[src/hdl/assert_macros.svh]
// assertion macros shared by the console writer rtl
`ifndef ASSERT_MACROS_SVH
`define ASSERT_MACROS_SVH

// property must hold at every clock edge outside reset
`define TCW_ASSERT(label, prop, msg) \
  label: assert property (@(posedge clk_i) disable iff (!rst_ni) (prop)) \
    else $error(msg);

// condition must never be seen at a clock edge outside reset
`define TCW_ASSERT_NEVER(label, cond, msg) \
  label: assert property (@(posedge clk_i) disable iff (!rst_ni) !(cond)) \
    else $error(msg);

`endif

[src/hdl/tcw_pkg.sv]
// shared types and constants of the text console writer
`default_nettype none

package tcw_pkg;

  // stream payload widths
  localparam int IN_TDATA_W  = 24;
  localparam int OUT_TDATA_W = 32;
  localparam int IDX_W       = 11;
  localparam int CELL_W      = 16;

  // control characters
  localparam logic [7:0] CH_CR  = 8'd13;
  localparam logic [7:0] CH_LF  = 8'd10;
  localparam logic [7:0] CH_TAB = 8'd9;
  localparam logic [7:0] CH_BS  = 8'd8;

  localparam int TAB_STEP = 4;

  // configuration register indexes
  localparam logic CFG_FG = 1'b0;
  localparam logic CFG_BG = 1'b1;

  // command queue geometry
  localparam int QDEPTH = 2;
  localparam int QPW    = 1;

  // decoded operation of one item
  typedef enum logic [2:0] {
    OP_READ,
    OP_NEWLINE,
    OP_TAB,
    OP_BKSP,
    OP_PRINT
  } op_e;

  // one queued command
  typedef struct packed {
    op_e              op;
    logic [7:0]       ch;
    logic [IDX_W-1:0] idx;
  } cmd_t;

  // status from the execution side
  typedef struct packed {
    logic init_done;
    logic pop;
  } back_stat_t;

endpackage

`default_nettype wire

[src/hdl/tcw_front.sv]
// input side: accepts stream items and decodes them into commands
`default_nettype none

module tcw_front import tcw_pkg::*; (
  input  wire logic                  s_axis_tvalid,
  output logic                       s_axis_tready,
  input  wire logic [IN_TDATA_W-1:0] s_axis_tdata,  // char_code, cell_index
  input  wire logic                  s_axis_tuser,  // req_type
  input  wire logic                  q_ready_i,
  input  wire logic                  init_done_i,
  output logic                       push_o,
  output cmd_t                       cmd_o
);

  logic [7:0] ch;

  assign ch = s_axis_tdata[7:0];

  // take items only once the screen clear has finished and the queue has room
  assign s_axis_tready = q_ready_i && init_done_i;
  assign push_o        = s_axis_tvalid && s_axis_tready;

  // classify the item
  always_comb begin
    cmd_o.ch  = ch;
    cmd_o.idx = s_axis_tdata[IDX_W+7:8];
    if (s_axis_tuser) begin
      cmd_o.op = OP_READ;
    end else begin
      unique case (ch) inside
        CH_CR, CH_LF: cmd_o.op = OP_NEWLINE;
        CH_TAB:       cmd_o.op = OP_TAB;
        CH_BS:        cmd_o.op = OP_BKSP;
        default:      cmd_o.op = OP_PRINT;
      endcase
    end
  end

endmodule

`default_nettype wire

[config.mk]
export PLATFORM = sky130hd
export DESIGN_NAME = tcw_front
export DESIGN_NICKNAME = d
export VERILOG_FILES = /design/src/hdl/assert_macros.svh /design/src/hdl/tcw_pkg.sv /design/src/hdl/tcw_front.sv
export SDC_FILE = /design/constraint.sdc
export NUM_CORES = 1
export LEC_CHECK = 0
export BUFFER_PORTS_ARGS = -buffer_cell sky130_fd_sc_hd__buf_4
export CORE_AREA = 2 2 39 41
export DETAILED_ROUTE_END_ITERATION = 6
export DIE_AREA = 0 0 41 43
export GPL_ROUTABILITY_DRIVEN = 0
export PLACE_DENSITY = 0.73
export SYNTH_ARGS = -nofsm -noshare
export SYNTH_HDL_FRONTEND = slang
export SYNTH_SLANG_ARGS = --single-unit
[constraint.sdc]
create_clock -name vclk -period 1
set_input_delay 0.15 -clock vclk [all_inputs]
set_output_delay 0.15 -clock vclk [all_outputs]
set_load 0.005 [all_outputs]
==> flow_summary.toml <==
[run_status]
run_status = "finished, violations left"
violations = "negative setup slack"

[pwr]
switchingPower_uw = 51.7
p_int_uw = 97.2
p_per_area_nw_per_um2 = 359
clkPwrFrac_pct = 0
leakage_uw = 0.000196
swShare_pct = 34.7
irDropWorstVdd_v = 0.000135
power_frac_seq_pct = 0
p_comb_share_pct = 100.0

[cells_and_area]
multi_input_area_um2 = 125
regArea_um2 = 0
n_fill_cell = 154
fin_area_um2 = 415
clkbuf_count = 0
final_util_pct = 30.0
area_growth_pct = 72.9
seq_cell_count = 0
final_nets = 74
antennaDiodeCount = 0
drive_gt1_share_pct = 86.4

[setup_path]
critPathMaxFanout = 2
worst_path_max_delay_cell = "or4_4"
critPathLaunchType = "input pin"
cp.required_ns = 0.85
critPathKind = "in2out"
crit_chain = "buf_6 > or4_4 > nor4b_2 > buf_4"
crit_arrival_ns = 1.18
critPathMaxStageDelay_ns = 0.56
end_kind = "output port"

[logic_synthesis]
yosysWarnings = 0
avgSynthCellArea_um2 = 7.75
netlist.area_leader.share_pct = 59.4
synthCells = 31
synth_area_leaders = "buf_4 (59%), a2111oi_2 (6.3%), nor4b_2 (6.3%)"
yosysTopAreaCell = "buf_4"
seq_area_frac_synth_pct = 0
synth_cell_types = 13
synth_area_um2 = 240
synth_fp_nets = 59

[worst_hold_path]
min_to = "cmd_o[0]"
hold_start = "s_axis_tdata[8]"
hold_path_class = "in2out"
whs_path_depth = 0

[clock_tree]
cts_setup_buffers = 0
cts.hold.buffers_added = 0

[timing]
slew_violations = 0
clock.fmax_ghz = 0.752
worst_slew_pin_slew_ns = 0.245
finalSetupTns_ns = -0.652
rsz0062_at_grt = "true"
period_share_pct = 133
setup_violations = 3
fin_crit_ns = 1.33
max_slew_margin_pct = 83.7
finalHoldViolCount = 0
final.setup.worst_slack_ns = -0.329

[floorplan]
die_h_um = 43
rows = 14
dieWidth_um = 41
placeableCoreArea_um2 = 1380
start_util_pct = 17.4
dieArea_um2 = 1760
io_pins = 52

[placed_design]
port_buffers = 25
placedInstanceArea_um2 = 358
dp_hpwl_um = 557

[run]
cap_violations = 0

[global_route]
busiest_layer = "met2"
grt_pass1_vias = 241
use_met3_pct = 1.57
grt_max_degree = 5
grt_util_all_layers_pct = 7.19
antenna_found_initial = 0
grt-ovfl-total = 0
use_met2_pct = 13.4
grt_use_met1_pct = 7.28
grt_pass1_wl_um = 917

[route]
wl_per_cell_um = 10.7
drc = 0
drt-initial-drc-count = 0
num_vias = 258
via_per_inst = 4.30
wirelength_um = 640
postRouteAntennaNets = 0
firstDrtPassIters = 1
==> placed cells by master (no fill, tap or decap) <==
cell type  count
buf_4         25
buf_6          7
nand3b_1       1
or2_2          1
inv_1          1
or4_4          1
a2111oi_4      1
nor2_1         1
nor4b_2        1
and2_1         1
and3_1         1
nor4_4         1
mux2i_2        1
a31oi_1        1
==> cells by family (layout without fill, tap and decap cells) <==
kind of cell	Yosys count	in the layout	share of synthesized area (%)
buffers and inverters	20	33	60.9
and+or+nand+nor	8	8	26.0
AOI/OAI and AO/OA	2	2	8.85
muxes	1	1	4.17
==> synthesized netlist by cell type, drive strengths merged <==
| cell type | number |
|---|---|
| a2111oi | 1 |
| a31oi | 1 |
| and2 | 1 |
| and3 | 1 |
| buf | 19 |
| inv | 1 |
| mux2i | 1 |
| nand3b | 1 |
| nor2 | 1 |
| nor4 | 1 |
| nor4b | 1 |
| or2 | 1 |
| or4 | 1 |
==> critical path, delay by kind of cell <==
kind	cells	cell delay [ns]
buffers and inverters	2	0.24
and+or+nand+nor	2	0.79
==> routing by layer <==
layer	part of all wire, %	routed length, um	vias to the layer above
li1	-	-	114
met1	30	193	115
met2	48	307	27
met3	20	131	2
met4	0.94	6	0
met5	0	0	-
==> per-stage QoR <==
stage | setup slack [ns] | power [uW] | hold slack, ns | std cells
global placement | -0.343 | 126 | 0.300 | 60
detailed placement | -0.355 | 128 | 0.300 | 60
CTS | -0.331 | 146 | 0.300 | 60
global route | -0.362 | 163 | 0.300 | 60
floorplan | -0.0724 | 80.1 | 0.324 | 31
finish | -0.329 | 149 | 0.300 | 60
==> worst max-delay path by stage <==
stage | start | to | depth (start not counted) | slack [ns]
finish | s_axis_tdata[5] | cmd_o[20] | 4 | -0.33
global route | s_axis_tdata[5] | cmd_o[20] | 4 | -0.36
CTS | s_axis_tdata[5] | cmd_o[20] | 4 | -0.33
detailed placement | s_axis_tdata[5] | cmd_o[19] | 4 | -0.36
global placement | s_axis_tdata[5] | cmd_o[19] | 4 | -0.34
floorplan | s_axis_tdata[5] | cmd_o[20] | 2 | -0.07
==> power groups by stage <==
stage               clock network [uW]  registers [uW]  logic [uW]
finish                               0               0         149
global route                         0               0         163
CTS                                  0               0         146
detailed placement                   0               0         128
global placement                     0               0         126
floorplan                            0               0        80.1
==> layout make-up <==
cell class	count	area share, %
inverters	1	0.904
multi-input cells	11	30.1
well taps	16	4.82
repair buffers	32	64.2
==> what timing repair did <==
action	4_1_cts	5_1_grt
gates resized for setup	8	3
pin swaps	2	1
setup endpoints to repair	3	3
No activity file was read; power rests on OpenSTA's default activity.
