`config.mk`:
```
export PLATFORM = sky130hd
export DESIGN_NAME = tcw_fifo
export DESIGN_NICKNAME = d
export VERILOG_FILES = /design/src/hdl/assert_macros.svh /design/src/hdl/tcw_pkg.sv /design/src/hdl/tcw_fifo.sv
export SDC_FILE = /design/constraint.sdc
export NUM_CORES = 1
export LEC_CHECK = 0
export ABC_AREA = 0
export BUFFER_PORTS_ARGS = -buffer_cell sky130_fd_sc_hd__buf_2
export CAP_MARGIN = 20
export CORE_MARGIN = 4
export CORE_UTILIZATION = 37
export DETAILED_ROUTE_END_ITERATION = 10
export GPL_TIMING_DRIVEN = 0
export PLACE_DENSITY_LB_ADDON = 0.15
export RECOVER_POWER = 100
export SYNTH_ARGS = -nofsm -noshare
export SYNTH_HDL_FRONTEND = slang
export SYNTH_SLANG_ARGS = --single-unit
```
`constraint.sdc`:
```
create_clock -name clk_i -period 1.9 [get_ports clk_i]
set_input_delay 0.095 -clock clk_i [delete_from_list [all_inputs] [get_ports clk_i]]
set_output_delay 0.095 -clock clk_i [all_outputs]
set_load 0.05 [all_outputs]
```
`src/hdl/assert_macros.svh`:
```
// assertion macros shared by the console writer rtl
`ifndef ASSERT_MACROS_SVH
`define ASSERT_MACROS_SVH

// property must hold at every clock edge outside reset
`define TCW_ASSERT(label, prop, msg) \
  label: assert property (@(posedge clk_i) disable iff (!rst_ni) (prop)) \
    else $error(msg);

// condition must never be seen at a clock edge outside reset
`define TCW_ASSERT_NEVER(label, cond, msg) \
  label: assert property (@(posedge clk_i) disable iff (!rst_ni) !(cond)) \
    else $error(msg);

`endif

```
`src/hdl/tcw_pkg.sv`:
```
// shared types and constants of the text console writer
`default_nettype none

package tcw_pkg;

  // stream payload widths
  localparam int IN_TDATA_W  = 24;
  localparam int OUT_TDATA_W = 32;
  localparam int IDX_W       = 11;
  localparam int CELL_W      = 16;

  // control characters
  localparam logic [7:0] CH_CR  = 8'd13;
  localparam logic [7:0] CH_LF  = 8'd10;
  localparam logic [7:0] CH_TAB = 8'd9;
  localparam logic [7:0] CH_BS  = 8'd8;

  localparam int TAB_STEP = 4;

  // configuration register indexes
  localparam logic CFG_FG = 1'b0;
  localparam logic CFG_BG = 1'b1;

  // command queue geometry
  localparam int QDEPTH = 2;
  localparam int QPW    = 1;

  // decoded operation of one item
  typedef enum logic [2:0] {
    OP_READ,
    OP_NEWLINE,
    OP_TAB,
    OP_BKSP,
    OP_PRINT
  } op_e;

  // one queued command
  typedef struct packed {
    op_e              op;
    logic [7:0]       ch;
    logic [IDX_W-1:0] idx;
  } cmd_t;

  // status from the execution side
  typedef struct packed {
    logic init_done;
    logic pop;
  } back_stat_t;

endpackage

`default_nettype wire

```
`src/hdl/tcw_fifo.sv`:
```
// short command queue between decode and execution
`default_nettype none

module tcw_fifo import tcw_pkg::*; (
  input  wire logic clk_i,
  input  wire logic rst_ni,
  input  wire logic push_i,
  input  wire cmd_t cmd_i,
  output logic      ready_o,
  input  wire logic pop_i,
  output logic      valid_o,
  output cmd_t      cmd_o
);

  cmd_t           entry_q [QDEPTH];
  logic [QPW-1:0] wr_ptr_q, wr_ptr_d;
  logic [QPW-1:0] rd_ptr_q, rd_ptr_d;
  logic [QPW:0]   count_q, count_d;

  assign ready_o = count_q != (QPW+1)'(QDEPTH);
  assign valid_o = count_q != '0;
  assign cmd_o   = entry_q[rd_ptr_q];

  // pointer and fill count update
  always_comb begin
    wr_ptr_d = wr_ptr_q;
    rd_ptr_d = rd_ptr_q;
    count_d  = count_q;
    if (push_i) begin
      wr_ptr_d = wr_ptr_q + QPW'(1);
    end
    if (pop_i) begin
      rd_ptr_d = rd_ptr_q + QPW'(1);
    end
    if (push_i && !pop_i) begin
      count_d = count_q + (QPW+1)'(1);
    end else if (!push_i && pop_i) begin
      count_d = count_q - (QPW+1)'(1);
    end
  end

  always_ff @(posedge clk_i or negedge rst_ni) begin
    if (!rst_ni) begin
      wr_ptr_q <= '0;
      rd_ptr_q <= '0;
      count_q  <= '0;
    end else begin
      wr_ptr_q <= wr_ptr_d;
      rd_ptr_q <= rd_ptr_d;
      count_q  <= count_d;
    end
  end

  // queue storage
  always_ff @(posedge clk_i) begin
    if (push_i) begin
      entry_q[wr_ptr_q] <= cmd_i;
    end
  end

endmodule

`default_nettype wire

```
==> results.md <==
Critical path:
- STA puts the critical path data required time at 1.85 ns.
- The maximum fanout along the worst path is 13.
- The critical path starts at wr_ptr_q.
- The flop-to-flop setup slack is 0.26 ns.
- Following the worst setup path forward leads to its endpoint at entry_q[0][5].
- Data arrives at the worst endpoint at 1.59 ns.
- STA classifies the critical path startpoint as a register.
- The reg-to-reg endpoint is entry_q[0][5].
- The setup path with the least slack is of type reg2reg.
- The source of the worst register-to-register timing path is wr_ptr_q.
- The length in cells of the worst reg-to-reg path is 2.
- STA classifies the critical path endpoint as a register.

Pwr:
- The sequential group share of total power is 40.9%.
- The worst-case IR drop observed on VDD is 0.721 mV.
- The completed layout was analyzed and its total power is 3.67 mW.
- The cell internal power dissipation is 2.14 mW.
- The share of total power consumed by net switching is 41.5%.
- The power share of the clock group is 14.9%.
- The share of total power dissipated in combinational logic is 44.2%.
- In this run the static leakage power is 0.882 nW.
- Summed over all nets, the switching power comes to 1.52 mW.
- Power spread over the standard cell area amounts to 1530 nW/um^2.

Route:
- After detailed routing, the number of vias per cell comes to 4.44.
- The detailed-route wire length is 2.98 mm.
- The residual DRC count is 0.
- The first detailed-routing pass took 4 iterations.
- The average routed wire per standard cell is 13.7 microns.
- The count of vias placed by the detailed router is 969.
- In this run the remaining antenna-violating nets after routing total 0.
- The count of routing violations after the opening detailed-route iteration is 31.

Flow run:
- The max-capacitance violation count is 0.

Clock network:
- CTS saw 48 sinks.
- In this run, post-CTS repair resized a total of 0 instances.
- The clock transition at the register clock pins on the worst setup and hold paths after CTS is 0.08 ns.
- The number of buffers created by CTS is 5.
- TritonCTS built the clock tree.
- The maximum level of the CTS H-tree is 2.
- For the worst-skew pair, the clock arrives at the later sink with an insertion delay of 0.29 ns.
- The maximum number of buffers from clock root to sink is 2.
- The root buffer cell is sky130_fd_sc_hd__clkbuf_8.

Timing:
- The final-report max-slew violation count is 0.
- The number of hold violations in the final report was 0.
- Timing would allow up to 0.611 GHz.
- The worst path needs 1.64 ns of the cycle, external delays included.
- For the pin with the worst max-slew slack, the measured transition is 1.05 ns.
- The final-layout setup total negative slack is 0 ns.
- Setup violations remaining at the end of the flow were counted as 0.
- The largest clock skew in the final design is 0.00598 ns.
- In this run the tightest slew margin relative to its limit is 30.1%.
- The part of the cycle the worst path needs is 86.2%.
- Setup repair after global routing left no endpoint under its margin.

Cells and area:
- After filler insertion, the fill cell instance count of the layout stands at 389.
- For this run, the share of the core covered by cells in the final layout is 53.1%.
- Leaving out fill and tap cells, the most frequent cell in the layout is sky130_fd_sc_hd__edfxtp_1.
- Relative to the synthesized area, the layout overhead comes to 34.2%.
- After routing the design area is 2390 sq um.
- At the end of the flow, the number of nets in the layout was 192.
- In the layout the commonest cells are 44 x sky130_fd_sc_hd__edfxtp_1, 25 x sky130_fd_sc_hd__clkbuf_1, 24 x sky130_fd_sc_hd__dlygate4sd3_1.
- The number of antenna diodes in the final layout is 0.
- The count of cells in the finished layout, fillers not included, comes to 218.
- The fraction of layout instances using a drive strength above 1 is 34.9%.

Global routing:
- The largest net degree at the start of global routing is 23.
- The first global-routing pass estimated 4.98 mm of wire.
- Global routing used 10.9% of the available tracks across all layers.
- The initial antenna violation count is 0.
- The remaining global-route overflow is 0.
- The number of global-route vias before repair came to 1105.

Run status:
- The flow ran to the end, and the final reports show no timing, DRC or antenna violations.

Logic synthesis:
- The synthesized netlist contains 13 unique library cells.
- The yosys synthesis warning count is 0.
- The cell area after synthesis is 1780 sq um.
- The share of the yosys chip area belonging to registers is 79.8%.
- The mean area per synthesized cell is 21.2 sq um.
- The instance count of the mapped netlist is 84.
- The post-synthesis net count is 111.
- The synthesized design contains 48 register bits.

Worst hold path:
- In this run the worst hold path is classified as in2reg.

Die:
- The core outline area is 4500 sq um.
- In this run the vertical extent of the chip is 77.4 microns.
- The top-level I/O count is 50.
- The number of standard-cell rows in the floorplan is 24.
- The area of the die is 5990 sq um.
- The die is 77.4 microns wide.
- Once the floorplan was initialized, standard cells occupied 39.5% of the core.

Placement:
- The final HPWL from detailed placement is 2.02 mm.
- The total placed cells including tap cells is 186.
- The congestion estimate from routability-driven global placement came to 0.681.
- The cell area after placement is 2110 sq um.
- The number of port buffers is 49.
==> area by class of cell <==
type / instances / area, sq um / share of cell area, %
Clock inverter: 1 / 3.75 / 0.157
Tap cell: 52 / 65.1 / 2.72
Sequential cell: 48 / 1420 / 59.5
Multi-Input combinational cell: 33 / 335 / 14.0
Clock buffer: 7 / 76.3 / 3.19
Buffer: 2 / 22.5 / 0.942
Timing Repair Buffer: 74 / 462 / 19.3
Inverter: 1 / 3.75 / 0.157
==> kinds of logic after synthesis <==
kind of cell               after synthesis  synth area share [%]
DFF                                     48                  79.8
xor gates and xnor gates                 5                  2.46
buffers and inverters                    3                  1.48
adders and majority gates                1                 0.703
and+or+nand+nor                          5                  1.62
muxes                                   22                  13.9
==> synthesized netlist by cell type, drive strengths merged <==
cell type  number  share of area (%)
xor2            4                2.0
nand2b          1               0.35
xnor2           1               0.49
inv             1               0.21
mux2           22                 14
dfrtp           4                5.6
nor2            1               0.21
nor2b           1               0.35
and2            1               0.35
ha              1               0.70
edfxtp         44                 74
or2             1               0.35
buf             2                1.3
==> sequential cells by signal (all words and copies together) (netlist names) <==
register  count
count_q       2
entry_q      44
rd_ptr_q      1
wr_ptr_q      1
==> how the worst min path moves through the flow <==
stage | startpoint | to | slack (ns) | cells after the start
floorplan | rst_ni | count_q[0] | -0.20 | 0
global placement | rst_ni | count_q[1] | -0.1 | 1
detailed placement | rst_ni | count_q[0] | -0.1 | 1
CTS | push_i | wr_ptr_q | 0.02 | 2
global route | push_i | wr_ptr_q | 0.04 | 2
finish | push_i | wr_ptr_q | 0.03 | 2
==> critical path: stages, from the launching register on <==
cell and delay (ns):
sky130_fd_sc_hd__dfrtp_1 0.41, sky130_fd_sc_hd__nor2b_2 0.46, sky130_fd_sc_hd__clkbuf_2 0.43
==> metal layers <==
metal | GRT usage [%] | vias up | wire, microns | part of all wire [%]
li1 | - | 480 | - | -
met1 | 11.9 | 448 | 1150 | 39
met2 | 19.3 | 36 | 1580 | 53
met3 | 4.63 | 5 | 214 | 7.2
met4 | 3.20 | 0 | 42 | 1.4
met5 | 0 | - | 0 | 0
==> power by group through the flow <==
stage          Clock, mW  Combinational (mW)  Sequential (mW)
2_1_floorplan          0                1.30             1.50
3_3_place_gp           0                1.61             1.52
3_5_place_dp           0                1.63             1.53
4_1_cts            0.577                1.68             1.50
5_1_grt            0.627                1.71             1.52
6_report           0.545                1.62             1.50
==> per-stage QoR <==
step | hold slack (ns) | setup WS [ns]
2_1_floorplan | -0.201 | 0.0942
3_3_place_gp | -0.100 | -0.468
3_5_place_dp | -0.0994 | 0.237
4_1_cts | 0.0232 | 0.233
5_1_grt | 0.0411 | 0.136
6_report | 0.0346 | 0.262
==> repair_timing <==
item	CTS	global route
buffers inserted	0	0
hold buffers	24	0
hold endpoints to repair	49	0
No activity file was read; power rests on OpenSTA's default activity.
